## config.mk

```make
export PLATFORM = sky130hd
export DESIGN_NAME = nmea_gga_position_extractor
export DESIGN_NICKNAME = d
export VERILOG_FILES = /design/src/sv/nmeagga_pkg.sv /design/src/sv/nmea_gga_position_extractor.sv
export VERILOG_INCLUDE_DIRS = /design/src /design/src/sv
export SDC_FILE = /design/constraint.sdc
export NUM_CORES = 2
export LEC_CHECK = 0
export BUFFER_PORTS_ARGS = -buffer_cell sky130_fd_sc_hd__buf_2
export CAP_MARGIN = 10
export CORE_UTILIZATION = 42
export CTS_CLUSTER_SIZE = 12
export DETAILED_ROUTE_END_ITERATION = 8
export GPL_TIMING_DRIVEN = 0
export MAX_ROUTING_LAYER = met4
export PLACE_DENSITY = 0.62
export SYNTH_ARGS = -nofsm -noshare
export SYNTH_HDL_FRONTEND = slang
export SYNTH_SLANG_ARGS = --single-unit
export TNS_END_PERCENT = 100
```

## constraint.sdc

```tcl
create_clock -name i_clk -period 10.8 [get_ports i_clk]
set_clock_uncertainty 0.2 [all_clocks]
set_input_delay 1.08 -clock i_clk [delete_from_list [all_inputs] [get_ports i_clk]]
set_output_delay 1.08 -clock i_clk [all_outputs]
set_load 0.02 [all_outputs]
```

## src/sv/nmea_gga_position_extractor_assert.svh

```systemverilog
// Assertion macros shared by the position extractor RTL.
// Both macros sample on i_clk and are disabled while i_rst_n is low.
`ifndef NMEA_GGA_POSITION_EXTRACTOR_ASSERT_SVH
`define NMEA_GGA_POSITION_EXTRACTOR_ASSERT_SVH

// The consequent must hold in the same cycle as the antecedent.
`define NGE_ASSERT_SAME(label, ante, cons, msg) \
    label: assert property (@(posedge i_clk) disable iff (!i_rst_n) \
        (ante) |-> (cons)) else $error(msg);

// The consequent must hold in the cycle after the antecedent.
`define NGE_ASSERT_NEXT(label, ante, cons, msg) \
    label: assert property (@(posedge i_clk) disable iff (!i_rst_n) \
        (ante) |=> (cons)) else $error(msg);

`endif

```

## src/sv/nmeagga_pkg.sv

```systemverilog
// ----------------------------------------------------------------------------
// nmeagga_pkg
// Characters, field indexes, lengths and scaling constants for the GGA
// latitude and longitude extractor.
// ----------------------------------------------------------------------------
`default_nettype none

package nmeagga_pkg;

    localparam logic [7:0] CHAR_COMMA = 8'h2C;
    localparam logic [7:0] CHAR_DOT   = 8'h2E;
    localparam logic [7:0] CHAR_ZERO  = 8'h30;
    localparam logic [7:0] CHAR_NINE  = 8'h39;
    localparam logic [7:0] CHAR_S     = 8'h53;
    localparam logic [7:0] CHAR_W     = 8'h57;

    // Comma-separated field indexes within the sentence.
    localparam logic [3:0] FIELD_LAT     = 4'd2;
    localparam logic [3:0] FIELD_LAT_DIR = 4'd3;
    localparam logic [3:0] FIELD_LON     = 4'd4;
    localparam logic [3:0] FIELD_LON_DIR = 4'd5;
    localparam logic [3:0] FIELD_DONE    = 4'd6;
    localparam logic [3:0] COUNT_MAX     = 4'd15;

    // Required field lengths and positions inside the coordinate fields.
    localparam logic [3:0] LAT_LEN     = 4'd9;
    localparam logic [3:0] LON_LEN     = 4'd10;
    localparam logic [3:0] DIR_LEN     = 4'd1;
    localparam logic [3:0] LAT_DEG_LEN = 4'd2;
    localparam logic [3:0] LON_DEG_LEN = 4'd3;
    localparam logic [3:0] LAT_DOT_POS = 4'd4;
    localparam logic [3:0] LON_DOT_POS = 4'd5;
    localparam logic [3:0] LAT_END_POS = 4'd8;
    localparam logic [3:0] LON_END_POS = 4'd9;

    // Degrees are scaled by 1e7. Minutes in 1e-4 units become 1e-7 degree
    // through floor(m * 50 / 3), done as m * 50 * ceil(2^28 / 3) >> 28.
    localparam logic [23:0] DEG_SCALE   = 24'd10000000;
    localparam logic [32:0] MIN_RECIP   = 33'd4473924300;
    localparam int          RECIP_SHIFT = 28;
    localparam logic [19:0] MIN_LIMIT   = 20'd600000;
    localparam logic [30:0] LAT_MAX     = 31'd900000000;
    localparam logic [33:0] LON_MAX     = 34'd1800000000;

    typedef logic [6:0]  t_lat_deg;
    typedef logic [9:0]  t_lon_deg;
    typedef logic [19:0] t_min_e4;

endpackage

`default_nettype wire

```

## src/sv/nmea_gga_position_extractor.sv

```systemverilog
// ----------------------------------------------------------------------------
// nmea_gga_position_extractor
// Parses the latitude and longitude fields of a GGA sentence, one byte per
// beat, and returns signed degrees in 1e-7 units when the sentence ends.
// ----------------------------------------------------------------------------
//  channel | direction | handshake                | payload
//  --------+-----------+--------------------------+------------------------------
//  bytes   | in        | i_in_valid / o_in_stall  | i_char_in, i_end_of_sentence
//  result  | out       | o_out_valid / i_out_stall| o_latitude, o_longitude,
//          |           |                          | o_valid_res
//
//  One byte is accepted per cycle while o_in_stall is low. The parse
//  registers update on the beat itself; after the last byte, the result passes
//  through the four-stage arithmetic pipeline (snapshot, multiply, add and range check, sign).
//  Synchronous active-low reset clears the parse state and all stage valids.
//  Each stage holds while the one after it is full and stalled, so empty
//  stages fill up before the input side is stalled.
`default_nettype none

module nmea_gga_position_extractor (
    input  wire logic        i_clk,
    input  wire logic        i_rst_n,
    input  wire logic        i_in_valid,
    output logic             o_in_stall,
    input  wire logic [7:0]  i_char_in,
    input  wire logic        i_end_of_sentence,
    output logic             o_out_valid,
    input  wire logic        i_out_stall,
    output logic [30:0]      o_latitude,
    output logic [31:0]      o_longitude,
    output logic             o_valid_res
);
    import nmeagga_pkg::*;

    // Parse state.
    logic [3:0] r_field_count, n_field_count;
    logic [3:0] r_char_pos,    n_char_pos;
    t_lat_deg   r_lat_deg,     n_lat_deg;
    t_min_e4    r_lat_min,     n_lat_min;
    logic       r_lat_south,   n_lat_south;
    t_lon_deg   r_lon_deg,     n_lon_deg;
    t_min_e4    r_lon_min,     n_lon_min;
    logic       r_lon_west,    n_lon_west;
    logic       r_fmt_err,     n_fmt_err;

    // Pipeline stages.
    logic       r_va, r_vb, r_vc, r_vd;
    logic       en_a, en_b, en_c, en_d;
    logic       accept;

    t_lat_deg   r_a_lat_deg;
    t_lon_deg   r_a_lon_deg;
    t_min_e4    r_a_lat_min, r_a_lon_min;
    logic       r_a_south, r_a_west, r_a_ok;
    logic       n_a_ok;

    logic [30:0] r_b_lat_dp;
    logic [33:0] r_b_lon_dp;
    logic [24:0] r_b_lat_mp, r_b_lon_mp;
    logic        r_b_south, r_b_west, r_b_ok;
    logic [52:0] lat_min_prod, lon_min_prod;

    logic [30:0] r_c_lat_mag;
    logic [31:0] r_c_lon_mag;
    logic        r_c_south, r_c_west, r_c_ok;
    logic [30:0] lat_mag;
    logic [33:0] lon_mag;

    logic [30:0] r_lat_out;
    logic [31:0] r_lon_out;
    logic        r_ok_out;

    // Closing a field with the wrong byte count flags a format error.
    function automatic logic close_bad(input logic [3:0] fc, input logic [3:0] pos);
        logic [3:0] need;
        unique case (fc)
            FIELD_LAT:     need = LAT_LEN;
            FIELD_LAT_DIR: need = DIR_LEN;
            FIELD_LON:     need = LON_LEN;
            FIELD_LON_DIR: need = DIR_LEN;
            default:       need = pos;
        endcase
        return pos != need;
    endfunction

    function automatic logic [3:0] sat_inc(input logic [3:0] v);
        return (v < COUNT_MAX) ? 4'(v + 4'd1) : v;
    endfunction

    assign en_d       = !r_vd || !i_out_stall;
    assign en_c       = !r_vc || en_d;
    assign en_b       = !r_vb || en_c;
    assign en_a       = !r_va || en_b;
    assign o_in_stall = !en_a;
    assign accept     = i_in_valid && en_a;

    always_comb begin
        logic       is_comma;
        logic       is_digit;
        logic [3:0] digit;
        logic [3:0] fc2;
        logic       fe2;

        is_comma = (i_char_in == CHAR_COMMA);
        is_digit = (i_char_in >= CHAR_ZERO) && (i_char_in <= CHAR_NINE);
        digit    = 4'(i_char_in - CHAR_ZERO);

        n_field_count = r_field_count;
        n_char_pos    = r_char_pos;
        n_lat_deg     = r_lat_deg;
        n_lat_min     = r_lat_min;
        n_lat_south   = r_lat_south;
        n_lon_deg     = r_lon_deg;
        n_lon_min     = r_lon_min;
        n_lon_west    = r_lon_west;
        n_fmt_err     = r_fmt_err;

        if (is_comma) begin
            if (close_bad(r_field_count, r_char_pos)) begin
                n_fmt_err = 1'b1;
            end
            n_field_count = sat_inc(r_field_count);
            n_char_pos    = 4'd0;
        end else begin
            unique case (r_field_count)
                FIELD_LAT: begin
                    if (r_char_pos > LAT_END_POS) begin
                        n_fmt_err = 1'b1;
                    end else if (r_char_pos == LAT_DOT_POS) begin
                        if (i_char_in != CHAR_DOT) n_fmt_err = 1'b1;
                    end else if (!is_digit) begin
                        n_fmt_err = 1'b1;
                    end else if (r_char_pos < LAT_DEG_LEN) begin
                        n_lat_deg = 7'(r_lat_deg * 7'd10 + 7'(digit));
                    end else begin
                        n_lat_min = 20'(r_lat_min * 20'd10 + 20'(digit));
                    end
                end
                FIELD_LAT_DIR: begin
                    if (r_char_pos != 4'd0) n_fmt_err = 1'b1;
                    else n_lat_south = (i_char_in == CHAR_S);
                end
                FIELD_LON: begin
                    if (r_char_pos > LON_END_POS) begin
                        n_fmt_err = 1'b1;
                    end else if (r_char_pos == LON_DOT_POS) begin
                        if (i_char_in != CHAR_DOT) n_fmt_err = 1'b1;
                    end else if (!is_digit) begin
                        n_fmt_err = 1'b1;
                    end else if (r_char_pos < LON_DEG_LEN) begin
                        n_lon_deg = 10'(r_lon_deg * 10'd10 + 10'(digit));
                    end else begin
                        n_lon_min = 20'(r_lon_min * 20'd10 + 20'(digit));
                    end
                end
                FIELD_LON_DIR: begin
                    if (r_char_pos != 4'd0) n_fmt_err = 1'b1;
                    else n_lon_west = (i_char_in == CHAR_W);
                end
                default: begin
                end
            endcase
            n_char_pos = sat_inc(r_char_pos);
        end

        // At sentence end a field still open is closed as well.
        fc2 = n_field_count;
        fe2 = n_fmt_err;
        if (!is_comma) begin
            if (close_bad(n_field_count, n_char_pos)) fe2 = 1'b1;
            fc2 = sat_inc(n_field_count);
        end
        n_a_ok = !fe2 && (fc2 >= FIELD_DONE)
              && (n_lat_min < MIN_LIMIT) && (n_lon_min < MIN_LIMIT);
    end

    always_ff @(posedge i_clk) begin
        if (!i_rst_n) begin
            r_field_count <= '0;
            r_char_pos    <= '0;
            r_lat_deg     <= '0;
            r_lat_min     <= '0;
            r_lat_south   <= 1'b0;
            r_lon_deg     <= '0;
            r_lon_min     <= '0;
            r_lon_west    <= 1'b0;
            r_fmt_err     <= 1'b0;
        end else if (accept) begin
            if (i_end_of_sentence) begin
                r_field_count <= '0;
                r_char_pos    <= '0;
                r_lat_deg     <= '0;
                r_lat_min     <= '0;
                r_lat_south   <= 1'b0;
                r_lon_deg     <= '0;
                r_lon_min     <= '0;
                r_lon_west    <= 1'b0;
                r_fmt_err     <= 1'b0;
            end else begin
                r_field_count <= n_field_count;
                r_char_pos    <= n_char_pos;
                r_lat_deg     <= n_lat_deg;
                r_lat_min     <= n_lat_min;
                r_lat_south   <= n_lat_south;
                r_lon_deg     <= n_lon_deg;
                r_lon_min     <= n_lon_min;
                r_lon_west    <= n_lon_west;
                r_fmt_err     <= n_fmt_err;
            end
        end
    end

    assign lat_min_prod = 53'(r_a_lat_min) * 53'(MIN_RECIP);
    assign lon_min_prod = 53'(r_a_lon_min) * 53'(MIN_RECIP);
    assign lat_mag      = r_b_lat_dp + 31'(r_b_lat_mp);
    assign lon_mag      = r_b_lon_dp + 34'(r_b_lon_mp);

    always_ff @(posedge i_clk) begin
        if (!i_rst_n) begin
            r_va <= 1'b0;
            r_vb <= 1'b0;
            r_vc <= 1'b0;
            r_vd <= 1'b0;
        end else begin
            if (en_a) r_va <= accept && i_end_of_sentence;
            if (en_b) r_vb <= r_va;
            if (en_c) r_vc <= r_vb;
            if (en_d) r_vd <= r_vc;
        end
    end

    always_ff @(posedge i_clk) begin
        if (en_a) begin
            r_a_lat_deg <= n_lat_deg;
            r_a_lat_min <= n_lat_min;
            r_a_south   <= n_lat_south;
            r_a_lon_deg <= n_lon_deg;
            r_a_lon_min <= n_lon_min;
            r_a_west    <= n_lon_west;
            r_a_ok      <= n_a_ok;
        end
        if (en_b) begin
            r_b_lat_dp <= 31'(r_a_lat_deg) * 31'(DEG_SCALE);
            r_b_lon_dp <= 34'(r_a_lon_deg) * 34'(DEG_SCALE);
            r_b_lat_mp <= lat_min_prod[52:RECIP_SHIFT];
            r_b_lon_mp <= lon_min_prod[52:RECIP_SHIFT];
            r_b_south  <= r_a_south;
            r_b_west   <= r_a_west;
            r_b_ok     <= r_a_ok;
        end
        if (en_c) begin
            r_c_lat_mag <= lat_mag;
            r_c_lon_mag <= lon_mag[31:0];
            r_c_south   <= r_b_south;
            r_c_west    <= r_b_west;
            r_c_ok      <= r_b_ok && (lat_mag <= LAT_MAX) && (lon_mag <= LON_MAX);
        end
        if (en_d) begin
            r_ok_out <= r_c_ok;
            if (!r_c_ok) begin
                r_lat_out <= '0;
                r_lon_out <= '0;
            end else begin
                r_lat_out <= r_c_south ? 31'(-r_c_lat_mag) : r_c_lat_mag;
                r_lon_out <= r_c_west  ? 32'(-r_c_lon_mag) : r_c_lon_mag;
            end
        end
    end

    assign o_out_valid = r_vd;
    assign o_latitude  = r_lat_out;
    assign o_longitude = r_lon_out;
    assign o_valid_res = r_ok_out;

`include "nmea_gga_position_extractor_assert.svh"

    `NGE_ASSERT_SAME(a_invalid_is_zero, o_out_valid && !o_valid_res, (o_latitude == 31'd0) && (o_longitude == 32'd0), "invalid result carries nonzero coordinates")
    `NGE_ASSERT_SAME(a_lat_in_range, o_out_valid && o_valid_res, ($signed(o_latitude) <= 31'sd900000000) && ($signed(o_latitude) >= -31'sd900000000), "valid latitude out of range")
    `NGE_ASSERT_NEXT(a_eos_enters_pipe, i_in_valid && !o_in_stall && i_end_of_sentence, r_va && (r_field_count == 4'd0) && (r_char_pos == 4'd0), "sentence end did not load the snapshot stage")

endmodule

`default_nettype wire

```

==> metrics.log <==
[metrics] outcome: finished clean
[metrics] number of register bits inferred by synthesis: 366
[metrics] YS warnings: 0
[metrics] number of instances resized during post-cts repair: 0
[metrics] number of buffers created by CTS: between 40 and 50
[metrics] First-pass DRT Iterations: 5
[metrics] number of enable flip-flop cells after synthesis: around 290
[metrics] largest incremental delay on the critical path: ~0.76 ns
[metrics] post-detailed-route via-to-cell ratio: roughly 5
[metrics] most numerous cell on the critical path: fa_1
[metrics] synthesized instance count: between 3000 and 4000
[metrics] count of maximum capacitance violations: 0
[metrics] effective utilization at floorplan: 42.46%
[metrics] Final nets: 5016
[metrics] die width: just over 300 um
[metrics] number of cell rows: about 110
[metrics] Overall Power: a little under 3 mW
[metrics] Synth top area share: between 20% and 30%
[metrics] buffers plus inverters on the worst setup path: 4
[metrics] library cell used as clock root buffer: clkbuf_16
[metrics] actual slew at the worst max-slew pin: a little over 1 ns
[metrics] startpoint of the lowest-slack register-to-register path: r_a_lat_min[2]$_DFFE_PN_
[metrics] setup violators final: 0
[metrics] worst hold path class: register to register
[metrics] destination of the critical timing path: r_b_lat_mp[24]$_DFFE_PP_
[metrics] fraction of the yosys area taken by sequential cells: between 20% and 30%
[metrics] number of violations reported at the end of detailed-routing iteration 0: 1283
[metrics] total DRC errors in the routed layout: 0
[metrics] pin count of the biggest net entering global routing: 60
[metrics] slew margin rel.: 31.26%
[metrics] vias in the first global route: 26100
[metrics] clk buf depth: 3
[metrics] post-layout minimum cycle time: ~8.6 ns
[metrics] first-pass GRT wire length: between 100000 and 150000 um
[metrics] kind of launch point of the worst setup path: register
[metrics] worst IR drop on VDD: between 100 and 150 uV
[metrics] final clock period utilization by the worst path: roughly four fifths
[metrics] TNS Setup: 0 ns
[metrics] post-synth top area cell: edfxtp_1
[metrics] post-cts hold buffer count: 0
[metrics] proportion of register bits with asynchronous set or reset after synthesis: 0%
[metrics] proportion of layout cells with a drive suffix above 1: 4.968%
[metrics] number of antenna violations at the first check in global routing: 8
[metrics] logic depth of the worst path, buffers included: 23
[metrics] most common cell in the netlist: inv_1
[metrics] PortBufs: 76
[metrics] Final WS setup: 2.220 ns
[metrics] Main synth FF type: edfxtp_1
[metrics] launch point of the worst path: r_a_lat_min[2]$_DFFE_PN_
[metrics] endpoint required time on the critical path: approximately 11 ns
[metrics] H-Tree Depth: 2
[metrics] core area: 0.09333 mm^2
[metrics] overall overflow remaining after global route: 0
[metrics] RSZ-0062 raised after global routing: false
[metrics] Register-to-Register Path Depth: 23
[metrics] Detailed Route WL: ~80000 um
[metrics] worst flop-to-flop path endpoint: r_b_lat_mp[24]$_DFFE_PP_
[metrics] post-synthesis instance area: approximately 0.040 mm^2
[metrics] crit-path leading delay family: adder cells
[metrics] postcts setup bufs: 0
[metrics] worst reg-to-reg setup slack: 2.22 ns
[metrics] top cells by count, synth: inv_1, ha_1, fa_1
[metrics] area used by multi-input combinational logic: between 0.02 and 0.03 mm^2
[metrics] Unique masters post-synth: 80
[metrics] kind of end point of the critical path: register
[metrics] number of sinks on the clock net: 366
[metrics] post-DR wirelength/cell: about 15 um
[metrics] Tot GR Track Use: 17.87%
[metrics] placement-stage cell area: ~0.042 mm^2
[metrics] CTS tree: built
[metrics] synthesis-to-finish area growth: 8.420%
[metrics] die area: between 0.09 and 0.1 mm^2
[metrics] final non-filler cell area: about 0.043 mm^2
[metrics] count of final hold-check violations: 0
[metrics] CP max stage cell: fa_1
[metrics] worst hold-check slack: around 0.22 ns
[metrics] arrival time reported for the critical path endpoint: between 8 and 9 ns
[metrics] Syn Nets: between 4000 and 5000
[metrics] Cell Pwr Density: a little under 70 mW/mm^2
[metrics] Highest Clock Rate: between 100 and 150 MHz
[metrics] Fillers: ~8800
[metrics] final antenna-violating net count: 0
[metrics] Vias: 26160
[metrics] ports placed on the boundary: between 70 and 80
[metrics] clock transition at the register clock pins on the worst setup and hold paths after CTS: about 0.060 ns
[metrics] Register Area: just over 0.01 mm^2
[metrics] half-perimeter wire length after detailed placement: between 60000 and 70000 um
[metrics] largest cells by area after synthesis: edfxtp_1, ha_1, fa_1
[metrics] Die Y-Extent: approximately 310 um
[metrics] gpl congestion: about 0.9
[metrics] CP Class: register to register
[metrics] syn avg cell area: 10.40 um^2
[metrics] source-to-sink clock delay at the later pin of the worst-skew pair: roughly 0.57 ns
[metrics] count of pins over their slew limit: 0
[metrics] static leakage power: about 23 nW
[metrics] maximum net fanout on the critical path: 5
[metrics] series of cell instances along the critical path: ha_1 -> ha_1 -> inv_1 -> fa_1 -> inv_1 -> fa_1 -> inv_1 -> fa_1 -> fa_1 -> fa_1 -> inv_1 -> ha_1 -> nand4_1 -> or4b_2 -> a21oi_1 -> o311a_1 -> o2111ai_1 -> a211o_1 -> a21o_1 -> a31oi_1 -> o41ai_1 -> o21bai_1 -> xor2_1
[metrics] setup slack at placement: around 2.2 ns
-- per-stage QoR --
step                std cells  util [%]
floorplan                3810         -
global placement         5140     44.55
detailed placement       5144     44.67
CTS                      5219     46.02
global route             5224     46.04
finish                   5225     46.04
-- worst min path at each step --
stage / from / end / slack, ns / cells past startpoint
4_1_cts: r_b_lon_mp[6]$_DFFE_PP_ / r_c_lon_mag[6]$_DFFE_PP_ / 0.22 / 0
6_report: r_b_lon_mp[6]$_DFFE_PP_ / r_c_lon_mag[6]$_DFFE_PP_ / 0.22 / 0
5_1_grt: r_b_lon_mp[6]$_DFFE_PP_ / r_c_lon_mag[6]$_DFFE_PP_ / 0.23 / 0
3_5_place_dp: r_a_south$_DFFE_PN_ / r_b_south$_DFFE_PP_ / 0.21 / 0
3_3_place_gp: r_a_south$_DFFE_PN_ / r_b_south$_DFFE_PP_ / 0.20 / 0
2_1_floorplan: r_a_ok$_DFFE_PN_ / r_b_ok$_DFFE_PP_ / 0.20 / 0
-- power by group --
| part | internal [mW] | total [mW] | switching (mW) |
|---|---|---|---|
| Sequential | 1.51 | 1.51 | 0.00169 |
| Clock | 0.768 | 1.34 | 0.573 |
| Combinational | 0.0139 | 0.0475 | 0.0336 |
| Total | 2.29 | 2.89 | 0.608 |
-- cells in the final DEF (no fill, tap or decap), types with 42 or more instances in the layout --
| cell type | n |
|---|---|
| xor2_1 | 65 |
| edfxtp_1 | 294 |
| nand2_1 | 147 |
| nor2_1 | 127 |
| xnor2_1 | 187 |
| a22oi_1 | 61 |
| and2_1 | 69 |
| clkbuf_1 | 61 |
| nor2b_1 | 86 |
| clkbuf_16 | 42 |
| nand3_1 | 44 |
| fa_1 | 372 |
| o21ai_0 | 121 |
| nor3_1 | 48 |
| inv_1 | 739 |
| dfxtp_1 | 72 |
| a21o_1 | 54 |
| buf_2 | 76 |
| a21oi_1 | 155 |
| ha_1 | 697 |
-- final cells by class --
class                           instances  share of cell area (%)
Antenna cell                            6                 0.03494
Buffer                                 53                  0.4630
Clock buffer                           58                   2.586
Clock inverter                         17                  0.3523
Inverter                              741                   6.473
Multi-Input combinational cell       2650                   61.45
Sequential cell                       366                   23.90
Tap cell                             1254                   3.651
Timing Repair Buffer                   80                   1.089
-- layer usage --
layer / GRT usage (%) / vias to the layer above / part of all wire (%)
met4: 4.029 / 0 / 1.9
met5: - / - / 0
met2: 27.91 / 377 / 45
li1: - / 13190 / -
met3: 2.165 / 99 / 3.9
met1: 24.79 / 12500 / 49
-- state kept, by name, indices dropped and copies added, names as in the netlist, 7 cells and up --
| name | flops |
|---|---|
| r_c_lon_mag | 32 |
| r_a_lat_min | 20 |
| r_b_lon_mp | 25 |
| r_lat_min | 20 |
| r_lon_min | 20 |
| r_lon_deg | 10 |
| o_longitude | 32 |
| r_c_lat_mag | 31 |
| r_a_lon_deg | 10 |
| r_a_lon_min | 20 |
| o_latitude | 31 |
| r_lat_deg | 7 |
| r_b_lon_dp | 27 |
| r_b_lat_mp | 25 |
| r_a_lat_deg | 7 |
| r_b_lat_dp | 24 |
-- kinds of logic (layout without fill, tap and decap cells) --
family | after synthesis | in the layout | synth area share [%]
buffers and inverters | 794 | 949 | 7.520
multiplexers | 30 | 30 | 0.8272
AO/OA/AOI/OAI | 591 | 591 | 9.806
AND/OR/NAND/NOR | 706 | 706 | 9.455
other | 0 | 6 | 0
XOR/XNOR | 254 | 254 | 5.683
flip-flops | 366 | 366 | 25.91
adder cells (fa/ha/maj) | 1069 | 1069 | 40.80
Power figures use the tool's default switching activity.
